[src/design/fttq_pkg.sv]
// Package: constants, codes and controller/datapath interface types for the timer queues.
package fttq_pkg;

   localparam int NUM_TIMERS = 32;
   localparam int NUM_QUEUES = 5;
   localparam int ID_W       = $clog2(NUM_TIMERS);
   localparam int QIDX_W     = $clog2(NUM_QUEUES);
   localparam int CNT_W      = $clog2(NUM_TIMERS + 1);
   localparam int TIME_W     = 48;
   localparam int TO_W       = 32;
   localparam int WAIT_W     = 31;
   localparam int NUM_CSR    = 4;
   localparam int CSR_IDX_W  = 2;

   typedef enum logic [1:0] {
      FUNC_ATTACH = 2'd0,
      FUNC_CHECK  = 2'd1,
      FUNC_XFER   = 2'd2,
      FUNC_WAIT   = 2'd3
   } func_type;

   typedef enum logic [1:0] {
      KIND_EXPIRED = 2'd0,
      KIND_COUNT   = 2'd1,
      KIND_WAIT    = 2'd2,
      KIND_ACK     = 2'd3
   } kind_type;

   // which queue the head/tail registers are looked up at
   typedef enum logic [1:0] {
      QS_MEMBER = 2'd0,
      QS_TARGET = 2'd1,
      QS_SRC    = 2'd2,
      QS_SCAN   = 2'd3
   } qsrc_type;

   typedef struct packed {
      logic     load;
      logic     set_cur_head;
      logic     exp_write;
      logic     unlink_do;
      logic     link_do;
      qsrc_type qsrc;
      logic     scan_inc;
      logic     w_update;
      logic     out_load;
      logic     out_final;
      logic     cnt_inc;
   } cmd_type;

   typedef struct packed {
      func_type func;
      logic     head_vld;
      logic     late;
      logic     scan_last;
      logic     scan_zero;
      logic     out_free;
      logic     att_ok;
      logic     xfr_ok;
   } stat_type;

endpackage

[src/design/fttq_ram.sv]
// Generic single write port RAM with registered read.
module fttq_ram #(
   parameter int WIDTH = 8,
   parameter int DEPTH = 32
) (
   input  logic                     clock,
   input  logic                     wr_en,
   input  logic [$clog2(DEPTH)-1:0] wr_addr,
   input  logic [WIDTH-1:0]         wr_data,
   input  logic [$clog2(DEPTH)-1:0] rd_addr,
   output logic [WIDTH-1:0]         rd_data
);

   logic [WIDTH-1:0] mem_ff [DEPTH];
   logic [WIDTH-1:0] rd_data_ff;

   always_ff @(posedge clock) begin
      if (wr_en) begin
         mem_ff[wr_addr] <= wr_data;
      end
      rd_data_ff <= mem_ff[rd_addr];
   end

   assign rd_data = rd_data_ff;

endmodule

[src/design/fttq_ctrl.sv]
// Controller: sequences attach, check, transfer and wait query over the datapath.
module fttq_ctrl
   import fttq_pkg::*;
(
   input  logic     clock,
   input  logic     reset,
   input  logic     req_valid,
   output logic     req_ready,
   input  logic [1:0] req_func,
   input  stat_type stat,
   output cmd_type  cmd
);

   typedef enum logic [10:0] {
      ST_IDLE     = 11'b00000000001,
      ST_CHK_HEAD = 11'b00000000010,
      ST_XFR_HEAD = 11'b00000000100,
      ST_U_RD     = 11'b00000001000,
      ST_U_WR     = 11'b00000010000,
      ST_A_LINK   = 11'b00000100000,
      ST_EMIT_EXP = 11'b00001000000,
      ST_WAIT_HD  = 11'b00010000000,
      ST_WAIT_RD  = 11'b00100000000,
      ST_WAIT_CMP = 11'b01000000000,
      ST_EMIT_FIN = 11'b10000000000
   } state_type;

   state_type state_ff, state_in;

   always_ff @(posedge clock) begin
      if (reset) begin
         state_ff <= ST_IDLE;
      end else begin
         state_ff <= state_in;
      end
   end

   always_comb begin
      state_in  = state_ff;
      cmd       = '0;
      cmd.qsrc  = QS_SCAN;
      req_ready = 1'b0;
      case (state_ff)
         ST_IDLE: begin
            req_ready = 1'b1;
            if (req_valid) begin
               cmd.load = 1'b1;
               case (func_type'(req_func))
                  FUNC_ATTACH: state_in = stat.att_ok ? ST_U_RD : ST_EMIT_FIN;
                  FUNC_CHECK:  state_in = ST_CHK_HEAD;
                  FUNC_XFER:   state_in = stat.xfr_ok ? ST_XFR_HEAD : ST_EMIT_FIN;
                  default:     state_in = ST_WAIT_HD;
               endcase
            end
         end
         ST_CHK_HEAD: begin
            cmd.qsrc = QS_SCAN;
            if (stat.head_vld) begin
               cmd.set_cur_head = 1'b1;
               state_in = ST_U_RD;
            end else if (stat.scan_last) begin
               state_in = ST_EMIT_FIN;
            end else begin
               cmd.scan_inc = 1'b1;
            end
         end
         ST_XFR_HEAD: begin
            cmd.qsrc = QS_SRC;
            if (stat.head_vld) begin
               cmd.set_cur_head = 1'b1;
               state_in = ST_U_RD;
            end else begin
               state_in = ST_EMIT_FIN;
            end
         end
         ST_U_RD: begin
            cmd.exp_write = (stat.func != FUNC_CHECK);
            state_in = ST_U_WR;
         end
         ST_U_WR: begin
            cmd.qsrc = QS_MEMBER;
            if (stat.func == FUNC_CHECK) begin
               if (!stat.scan_zero && stat.late) begin
                  if (stat.scan_last) begin
                     state_in = ST_EMIT_FIN;
                  end else begin
                     cmd.scan_inc = 1'b1;
                     state_in = ST_CHK_HEAD;
                  end
               end else begin
                  cmd.unlink_do = 1'b1;
                  state_in = ST_EMIT_EXP;
               end
            end else begin
               cmd.unlink_do = 1'b1;
               state_in = ST_A_LINK;
            end
         end
         ST_A_LINK: begin
            cmd.qsrc    = QS_TARGET;
            cmd.link_do = 1'b1;
            state_in = (stat.func == FUNC_ATTACH) ? ST_EMIT_FIN : ST_XFR_HEAD;
         end
         ST_EMIT_EXP: begin
            if (stat.out_free) begin
               cmd.out_load = 1'b1;
               cmd.cnt_inc  = 1'b1;
               state_in = ST_CHK_HEAD;
            end
         end
         ST_WAIT_HD: begin
            cmd.qsrc = QS_SCAN;
            if (stat.head_vld) begin
               cmd.set_cur_head = 1'b1;
               state_in = ST_WAIT_RD;
            end else if (stat.scan_last) begin
               state_in = ST_EMIT_FIN;
            end else begin
               cmd.scan_inc = 1'b1;
            end
         end
         ST_WAIT_RD: begin
            state_in = ST_WAIT_CMP;
         end
         ST_WAIT_CMP: begin
            cmd.w_update = 1'b1;
            if (stat.scan_last) begin
               state_in = ST_EMIT_FIN;
            end else begin
               cmd.scan_inc = 1'b1;
               state_in = ST_WAIT_HD;
            end
         end
         ST_EMIT_FIN: begin
            if (stat.out_free) begin
               cmd.out_load  = 1'b1;
               cmd.out_final = 1'b1;
               state_in = ST_IDLE;
            end
         end
         default: begin
            state_in = ST_IDLE;
         end
      endcase
   end

endmodule

[src/design/fttq_dpath.sv]
// Datapath: timeout registers, queue heads/tails, link and expiry RAMs, result register.
module fttq_dpath
   import fttq_pkg::*;
(
   input  logic                 clock,
   input  logic                 reset,
   input  cmd_type              cmd,
   output stat_type             stat,
   input  logic [1:0]           req_func,
   input  logic [4:0]           req_timer_id,
   input  logic [2:0]           req_queue_sel,
   input  logic [2:0]           req_dest_queue,
   input  logic [47:0]          req_now_ms,
   input  logic [30:0]          req_max_wait,
   input  logic                 csr_wen,
   input  logic [CSR_IDX_W-1:0] csr_index,
   input  logic [TO_W-1:0]      csr_wdata,
   output logic                 rsp_valid,
   input  logic                 rsp_ready,
   output logic [1:0]           rsp_kind,
   output logic [4:0]           rsp_expired_id,
   output logic [30:0]          rsp_value,
   output logic                 rsp_last
);

   logic [TO_W-1:0]       timeout_ff [NUM_CSR];
   func_type              func_ff;
   logic [QIDX_W-1:0]     src_ff, tq_ff, scan_ff;
   logic [TIME_W-1:0]     now_ff;
   logic [WAIT_W-1:0]     w_ff;
   logic [ID_W-1:0]       cur_id_ff;
   logic [CNT_W-1:0]      cnt_ff;
   logic [NUM_QUEUES-1:0] head_vld_ff, tail_vld_ff;
   logic [ID_W-1:0]       head_id_ff [NUM_QUEUES];
   logic [ID_W-1:0]       tail_id_ff [NUM_QUEUES];
   logic [NUM_TIMERS-1:0] queued_ff, exp_vld_ff;
   logic [QIDX_W-1:0]     member_ff [NUM_TIMERS];
   logic                  exp_vld_rd_ff;
   logic                  rsp_valid_ff, rsp_last_ff;
   kind_type              rsp_kind_ff;
   logic [4:0]            rsp_id_ff;
   logic [30:0]           rsp_value_ff;

   logic [QIDX_W-1:0] qaddr;
   logic              hv, tv, hit_h, hit_t, uq;
   logic [ID_W-1:0]   hid, tid;
   logic [TO_W-1:0]   to_sel;
   logic [TIME_W:0]   exp_sum;
   logic [TIME_W-1:0] exp_new, exp_rd, exp_eff, gap;
   logic              exp_we, late;
   logic [ID_W-1:0]   next_rd, prev_rd;
   logic              nxt_we, prv_we;
   logic [ID_W-1:0]   nxt_addr, nxt_data, prv_addr, prv_data;
   logic              out_free;

   always_comb begin
      case (cmd.qsrc)
         QS_MEMBER: qaddr = member_ff[cur_id_ff];
         QS_TARGET: qaddr = tq_ff;
         QS_SRC:    qaddr = src_ff;
         default:   qaddr = scan_ff;
      endcase
   end

   assign hv    = head_vld_ff[qaddr];
   assign tv    = tail_vld_ff[qaddr];
   assign hid   = head_id_ff[qaddr];
   assign tid   = tail_id_ff[qaddr];
   assign hit_h = hv && (hid == cur_id_ff);
   assign hit_t = tv && (tid == cur_id_ff);
   assign uq    = cmd.unlink_do && queued_ff[cur_id_ff];

   always_comb begin
      to_sel = '0;
      if (tq_ff >= QIDX_W'(1) && 32'(tq_ff) <= 32'(NUM_CSR)) begin
         to_sel = timeout_ff[CSR_IDX_W'(tq_ff - QIDX_W'(1))];
      end
   end

   // now + timeout, saturating
   assign exp_sum = {1'b0, now_ff} + (TIME_W + 1)'(to_sel);
   assign exp_new = exp_sum[TIME_W] ? '1 : exp_sum[TIME_W-1:0];
   assign exp_we  = cmd.exp_write && (to_sel != '0);
   assign exp_eff = exp_vld_rd_ff ? exp_rd : '0;
   assign late    = exp_eff > now_ff;
   assign gap     = late ? (exp_eff - now_ff) : '0;

   fttq_ram #(.WIDTH(TIME_W), .DEPTH(NUM_TIMERS)) u_exp_ram (
      .clock   (clock),
      .wr_en   (exp_we),
      .wr_addr (cur_id_ff),
      .wr_data (exp_new),
      .rd_addr (cur_id_ff),
      .rd_data (exp_rd)
   );

   always_comb begin
      nxt_we   = 1'b0;
      nxt_addr = prev_rd;
      nxt_data = next_rd;
      prv_we   = 1'b0;
      prv_addr = next_rd;
      prv_data = prev_rd;
      if (uq && !hit_h && !hit_t) begin
         nxt_we = 1'b1;
         prv_we = 1'b1;
      end
      if (cmd.link_do && hv) begin
         nxt_we   = 1'b1;
         nxt_addr = tid;
         nxt_data = cur_id_ff;
         prv_we   = 1'b1;
         prv_addr = cur_id_ff;
         prv_data = tid;
      end
   end

   fttq_ram #(.WIDTH(ID_W), .DEPTH(NUM_TIMERS)) u_next_ram (
      .clock   (clock),
      .wr_en   (nxt_we),
      .wr_addr (nxt_addr),
      .wr_data (nxt_data),
      .rd_addr (cur_id_ff),
      .rd_data (next_rd)
   );

   fttq_ram #(.WIDTH(ID_W), .DEPTH(NUM_TIMERS)) u_prev_ram (
      .clock   (clock),
      .wr_en   (prv_we),
      .wr_addr (prv_addr),
      .wr_data (prv_data),
      .rd_addr (cur_id_ff),
      .rd_data (prev_rd)
   );

   // control state
   always_ff @(posedge clock) begin
      if (reset) begin
         head_vld_ff  <= '0;
         tail_vld_ff  <= '0;
         queued_ff    <= '0;
         exp_vld_ff   <= '0;
         rsp_valid_ff <= 1'b0;
         for (int i = 0; i < NUM_CSR; i++) begin
            timeout_ff[i] <= '0;
         end
      end else begin
         if (csr_wen) begin
            timeout_ff[csr_index] <= csr_wdata;
         end
         if (exp_we) begin
            exp_vld_ff[cur_id_ff] <= 1'b1;
         end
         if (uq) begin
            queued_ff[cur_id_ff] <= 1'b0;
            if (hit_h && hit_t) begin
               head_vld_ff[qaddr] <= 1'b0;
               tail_vld_ff[qaddr] <= 1'b0;
            end
         end
         if (cmd.link_do) begin
            head_vld_ff[qaddr]   <= 1'b1;
            tail_vld_ff[qaddr]   <= 1'b1;
            queued_ff[cur_id_ff] <= 1'b1;
         end
         if (cmd.out_load) begin
            rsp_valid_ff <= 1'b1;
         end else if (rsp_ready) begin
            rsp_valid_ff <= 1'b0;
         end
      end
   end

   // payload
   always_ff @(posedge clock) begin
      exp_vld_rd_ff <= exp_vld_ff[cur_id_ff];
      if (cmd.load) begin
         func_ff   <= func_type'(req_func);
         src_ff    <= QIDX_W'(req_queue_sel);
         tq_ff     <= (func_type'(req_func) == FUNC_XFER) ? QIDX_W'(req_dest_queue)
                                                         : QIDX_W'(req_queue_sel);
         now_ff    <= req_now_ms;
         w_ff      <= req_max_wait;
         cur_id_ff <= ID_W'(req_timer_id);
         scan_ff   <= (func_type'(req_func) == FUNC_WAIT) ? QIDX_W'(1) : '0;
         cnt_ff    <= '0;
      end
      if (cmd.set_cur_head) begin
         cur_id_ff <= hid;
      end
      if (cmd.scan_inc) begin
         scan_ff <= scan_ff + QIDX_W'(1);
      end
      if (cmd.cnt_inc) begin
         cnt_ff <= cnt_ff + CNT_W'(1);
      end
      if (cmd.w_update && (gap < TIME_W'(w_ff))) begin
         w_ff <= gap[WAIT_W-1:0];
      end
      if (uq && !(hit_h && hit_t)) begin
         if (hit_h) begin
            head_id_ff[qaddr] <= next_rd;
         end else if (hit_t) begin
            tail_id_ff[qaddr] <= prev_rd;
         end
      end
      if (cmd.link_do) begin
         if (!hv) begin
            head_id_ff[qaddr] <= cur_id_ff;
         end
         tail_id_ff[qaddr]    <= cur_id_ff;
         member_ff[cur_id_ff] <= qaddr;
      end
      if (cmd.out_load) begin
         if (cmd.out_final) begin
            rsp_id_ff   <= '0;
            rsp_last_ff <= 1'b1;
            case (func_ff)
               FUNC_CHECK: begin
                  rsp_kind_ff  <= KIND_COUNT;
                  rsp_value_ff <= 31'(cnt_ff);
               end
               FUNC_WAIT: begin
                  rsp_kind_ff  <= KIND_WAIT;
                  rsp_value_ff <= w_ff;
               end
               default: begin
                  rsp_kind_ff  <= KIND_ACK;
                  rsp_value_ff <= '0;
               end
            endcase
         end else begin
            rsp_kind_ff  <= KIND_EXPIRED;
            rsp_id_ff    <= 5'(cur_id_ff);
            rsp_value_ff <= '0;
            rsp_last_ff  <= 1'b0;
         end
      end
   end

   assign out_free = !rsp_valid_ff || rsp_ready;

   always_comb begin
      stat.func      = func_ff;
      stat.head_vld  = hv;
      stat.late      = late;
      stat.scan_last = (scan_ff == QIDX_W'(NUM_QUEUES - 1));
      stat.scan_zero = (scan_ff == '0);
      stat.out_free  = out_free;
      stat.att_ok    = ({27'd0, req_timer_id} < 32'(NUM_TIMERS))
                       && ({29'd0, req_queue_sel} < 32'(NUM_QUEUES));
      stat.xfr_ok    = ({29'd0, req_queue_sel} < 32'(NUM_QUEUES))
                       && ({29'd0, req_dest_queue} < 32'(NUM_QUEUES))
                       && (req_queue_sel != req_dest_queue);
   end

   assign rsp_valid      = rsp_valid_ff;
   assign rsp_kind       = rsp_kind_ff;
   assign rsp_expired_id = rsp_id_ff;
   assign rsp_value      = rsp_value_ff;
   assign rsp_last       = rsp_last_ff;

   a_head_tail_pair: assert property (@(posedge clock) disable iff (reset)
      head_vld_ff == tail_vld_ff)
      else $error("queue head and tail disagree on emptiness");

   a_no_unlink_link: assert property (@(posedge clock) disable iff (reset)
      !(cmd.unlink_do && cmd.link_do))
      else $error("unlink and link in one cycle");

   a_out_free: assert property (@(posedge clock) disable iff (reset)
      cmd.out_load |-> out_free)
      else $error("result register overwritten");

   a_link_sets: assert property (@(posedge clock) disable iff (reset)
      cmd.link_do |=> queued_ff[$past(cur_id_ff)])
      else $error("linked id not marked queued");

endmodule

[src/design/fixed_timeout_timer_queues_unit.sv]
// Timer queues: 32 timer ids in five linked FIFO queues (queue 0 pending, 1 to 4 with
// programmable timeouts). One item is worked at a time: attach unlinks and relinks one
// timer; wait query reads the head of each occupied queue 1 to 4; check removes every timer
// of queue 0 and the due heads of queues 1 to 4; transfer moves the source queue entry by
// entry; an attach or transfer naming a bad queue goes straight to its final result. The
// link and expiry RAMs, each with one write port and a registered read, are walked one
// entry per step, and every result held back by rsp_ready adds its wait. The result register
// lets a new item be accepted while the final result is still waiting.
module fixed_timeout_timer_queues_unit
   import fttq_pkg::*;
(
   input  logic        clock,
   input  logic        reset,
   input  logic        req_valid,
   output logic        req_ready,
   input  logic [1:0]  req_func,
   input  logic [4:0]  req_timer_id,
   input  logic [2:0]  req_queue_sel,
   input  logic [2:0]  req_dest_queue,
   input  logic [47:0] req_now_ms,
   input  logic [30:0] req_max_wait,
   output logic        rsp_valid,
   input  logic        rsp_ready,
   output logic [1:0]  rsp_kind,
   output logic [4:0]  rsp_expired_id,
   output logic [30:0] rsp_value,
   output logic        rsp_last,
   input  logic        csr_wen,
   input  logic [1:0]  csr_index,
   input  logic [31:0] csr_wdata
);

   cmd_type  cmd;
   stat_type stat;

   fttq_ctrl u_ctrl (
      .clock     (clock),
      .reset     (reset),
      .req_valid (req_valid),
      .req_ready (req_ready),
      .req_func  (req_func),
      .stat      (stat),
      .cmd       (cmd)
   );

   fttq_dpath u_dpath (
      .clock          (clock),
      .reset          (reset),
      .cmd            (cmd),
      .stat           (stat),
      .req_func       (req_func),
      .req_timer_id   (req_timer_id),
      .req_queue_sel  (req_queue_sel),
      .req_dest_queue (req_dest_queue),
      .req_now_ms     (req_now_ms),
      .req_max_wait   (req_max_wait),
      .csr_wen        (csr_wen),
      .csr_index      (csr_index),
      .csr_wdata      (csr_wdata),
      .rsp_valid      (rsp_valid),
      .rsp_ready      (rsp_ready),
      .rsp_kind       (rsp_kind),
      .rsp_expired_id (rsp_expired_id),
      .rsp_value      (rsp_value),
      .rsp_last       (rsp_last)
   );

endmodule

[config.mk]
export PLATFORM = sky130hd
export DESIGN_NAME = fixed_timeout_timer_queues_unit
export DESIGN_NICKNAME = d
export VERILOG_FILES = /design/src/design/fttq_pkg.sv /design/src/design/fttq_ram.sv /design/src/design/fttq_ctrl.sv /design/src/design/fttq_dpath.sv /design/src/design/fixed_timeout_timer_queues_unit.sv
export SDC_FILE = /design/constraint.sdc
export NUM_CORES = 2
export LEC_CHECK = 0
export ABC_AREA = 1
export BUFFER_PORTS_ARGS = -buffer_cell sky130_fd_sc_hd__buf_4
export CORE_MARGIN = 10
export CORE_UTILIZATION = 35
export DETAILED_ROUTE_END_ITERATION = 8
export PLACE_DENSITY = 0.6
export SYNTH_ARGS = -nofsm -noshare
export SYNTH_HDL_FRONTEND = slang
export SYNTH_HIERARCHICAL = 1
export SYNTH_SLANG_ARGS = --single-unit
[constraint.sdc]
create_clock -name clock -period 5.6 [get_ports clock]
set_clock_uncertainty 0.15 [all_clocks]
set_input_delay 0.28 -clock clock [delete_from_list [all_inputs] [get_ports clock]]
set_output_delay 0.28 -clock clock [all_outputs]
set_load 0.02 [all_outputs]
==> impl_metrics.tcl <==
set metrics [dict create \
    yosysUniqueCellTypes 65 \
    drt-initial-drc-count 8497 \
    start_util 0.3524 \
    antenna_found_initial 22 \
    grt_pass1_vias 74854 \
    grt_max_degree 198 \
    synth_common_cells "nand2_1, edfxtp_1, nand3_1" \
    synth_area_leaders "edfxtp_1, nand2_1, nand3_1" \
    clock.fmax_mhz 182.3 \
    num_rows 201 \
    critPathSlowestCell "edfxtp_1" \
    grt_overflow 0 \
    tritoncts "done" \
    p_leak_nw 46.30 \
    areaGrowthSynthToFinish_pct 15.88 \
    max_stage_delay_ns 0.45 \
    layout.cells.non_filler 14678 \
    drive_gt1_frac 0.09144 \
    dp_slack_ns -0.1031 \
    p_per_area_nw_per_um2 418.6 \
    p_sw_frac 0.3106 \
    tightest_slew_ns 1.166 \
    die_w_um 570.3 \
    grt_util_met1 0.2719 \
    syn_avg_cell_area_um2 10.47 \
    switching_power_mw 15.97 \
    nets 10768 \
    synthArstFlopShare 0 \
    syn_nets 10372 \
    rsz0062_at_grt "no" \
    dp_hpwl_mm 209.9 \
    cts_root_buffer "clkbuf_16" \
    synth_area_leader_cell "edfxtp_1" \
    maxCapViolations 0 \
    grtUsageMet2 0.3150 \
    status "finished clean" \
    synth_warnings 6 \
    syn_inst 10124 \
    drtPass1Iterations 9 \
    yosysMostFrequentCell "nand2_1" \
    arrival_ns 5.98 \
    setup_viol 0 \
    core_area_um2 300800 \
    cts_buffers 275 \
    wl_per_cell_um 23.09 \
    setup_ws_ns 0.1133 \
    combPwrFrac 0.219 \
    crit_type "reg -> reg" \
    hold_ws_ns 0.05869 \
    cp_data_required_time_ns 6.09 \
    grt_pass1_wl_mm 495.1 \
    path_cells "inv_1 > ha_1 > clkinvlp_4 > buf_4 > nor2_1 > o21ai_0 > a21oi_2 > buf_4 > ha_1 > a21oi_1 > o21ai_1 > a21boi_1 > o21ai_1 > a21boi_4 > o21ai_1 > buf_4 > nand3_1 > nand2_1 > inv_2 > buf_6 > nand3_1 > buf_6" \
    seqPwrFrac 0.450 \
    synth_ff_type "edfxtp_1" \
    cp_max_fo 32 \
    dp.cells 14031 \
    clk_pin_slew_ns 0.06 \
    place_congestion 0.9802 \
    via_per_inst 5.314 \
    cts_buffer_depth 4 \
    relSlewSlack 0.2219 \
    syn_area_um2 106000 \
    start_kind "register" \
    period_share 0.9798 \
    postRouteAntennaNets 0 \
    min_path_type "in -> reg" \
    ys_seq_elements 2420 \
    hold_violations 0 \
    ctsHtreeMaxLevel 5 \
    die_y_um 570.3 \
    io_buffers 171 \
    p_int_mw 35.44 \
    clock_latency_ns 0.95 \
    maxSlewViolCount 0 \
    seq_area_frac_synth 0.6715 \
    timing.final.crit_period_ns 5.487 \
    num_vias 77995 \
    wl_mm 338.9 \
    busiest_layer "met2" \
    drcViolationCount 0 \
    io-pin-count 172 \
    ir_drop_mv 0.3790 \
    synth-edff-count 2270 \
    grtUsageMet3 0.03006 \
    clkPwrFrac 0.331 \
    cts_sinks 2420 \
    crit_path_end_kind "register" \
    grt_usage 0.1998 \
    dieArea_um2 325200 \
    cts_setup_buffers 0 \
    synth_top_area_frac 0.6432 \
]
layout make-up:
class / instances / area (um2)
diodes: 13 / 32.53
clock buffers: 348 / 7346
clock inverters: 116 / 992.2
fillers: 28574 / 178000
inverters: 515 / 1977
multi-input cells: 6662 / 30490
flip-flops and latches: 2420 / 71170
well taps: 3958 / 4952
repair buffers: 646 / 5862
cells in the final DEF, fill, tap and decap left out, types with 17 or more instances in the layout:
master and instances:
a21oi_1 269, a31oi_1 23, buf_12 46, buf_4 427
bufinv_16 17, clkbuf_1 63, clkbuf_16 283, clkinv_1 56
clkinv_2 33, dfxtp_1 149, dlygate4sd3_1 170, edfxtp_1 2270
ha_1 115, inv_1 494, nand2_1 3397, nand3_1 1637
nand4_1 59, nor2_1 555, nor2_2 26, nor2_4 39
nor3_1 93, nor4_1 18, o21ai_0 188, or2_2 23
xnor2_1 23, xor2_1 39
sequential cells by signal (all words and copies together) (netlist names), 6 cells and up, named ones only:
signal	flops
u_ctrl/state_ff	11
u_dpath/cnt_ff	6
u_dpath/exp_vld_ff	32
u_dpath/head_id_ff	25
u_dpath/member_ff	96
u_dpath/now_ff	48
u_dpath/queued_ff	32
u_dpath/rsp_value	31
u_dpath/tail_id_ff	25
u_dpath/timeout_ff	128
u_dpath/u_exp_ram/mem_ff	1536
u_dpath/u_exp_ram/rd_data	48
u_dpath/u_next_ram/mem_ff	160
u_dpath/u_prev_ram/mem_ff	160
u_dpath/w_ff	31
per-layer routing:
metal / vias to the layer above / part of all wire
met5: - / 0
met1: 38057 / 0.42
met3: 727 / 0.080
li1: 35552 / -
met4: 0 / 0.050
met2: 3659 / 0.45
worst paths after layout:
| check | start | end | slack [ns] | cells after the start |
|---|---|---|---|---|
| worst max register to register | u_dpath/tq_ff[0] | u_dpath/u_exp_ram/mem_ff[11][35] | 0.11 | 22 |
| worst max-delay path | u_dpath/tq_ff[0] | u_dpath/u_exp_ram/mem_ff[11][35] | 0.11 | 22 |
| worst min-delay path | req_now_ms[1] | u_dpath/now_ff[1] | 0.06 | 2 |
| worst min register to register | u_dpath/exp_vld_ff[24] | u_dpath/exp_vld_ff[24] | 0.31 | 2 |
critical path: cells and delay by family (launching register included):
family	cells	cell delay, ns
flip-flops	1	0.45
AO/OA/AOI/OAI	8	1.61
buffers and inverters	8	1.67
AND/OR/NAND/NOR	4	0.67
adder cells (fa/ha/maj)	2	0.61
cell families after synthesis:
kind of cell / count (synthesis) / synth area share
AND/OR/NAND/NOR: 5880 / 0.2330
flip-flops: 2420 / 0.6715
buffers and inverters: 1042 / 0.04508
AO/OA/AOI/OAI: 599 / 0.03094
adder cells (fa/ha/maj): 117 / 0.01395
XOR/XNOR: 62 / 0.005123
multiplexers: 4 / 0.0004250
stage by stage:
| stage | cell area, um2 | power [mW] | utilization | TNS (ns) |
|---|---|---|---|---|
| 2_1_floorplan | 106000 | 29.76 | - | -0.5734 |
| 3_5_place_dp | 112600 | 34.52 | 0.3744 | -6.081 |
| 4_1_cts | 122700 | 51.63 | 0.4079 | 0 |
| 6_report | 122800 | 51.41 | 0.4083 | 0 |
| 5_1_grt | 122800 | 53.37 | 0.4083 | 0 |
| 3_3_place_gp | 112600 | 34.33 | 0.3744 | 0 |
power groups by stage:
stage | registers [mW] | logic [mW] | clock network, mW
3_3_place_gp | 23.5 | 10.8 | 0
5_1_grt | 23.1 | 12.2 | 18.0
4_1_cts | 23.1 | 11.2 | 17.3
6_report | 23.1 | 11.3 | 17.0
3_5_place_dp | 23.5 | 11.0 | 0
2_1_floorplan | 23.4 | 6.37 | 0
what timing repair did:
action	in CTS	in global routing
cloned	0	0
hold buffers	170	0
resized for setup	4	36
endpoints found under the hold margin	341	0
endpoints found under the setup margin	91	1038
pin swaps	0	1
(Power assumes the default switching activity.)
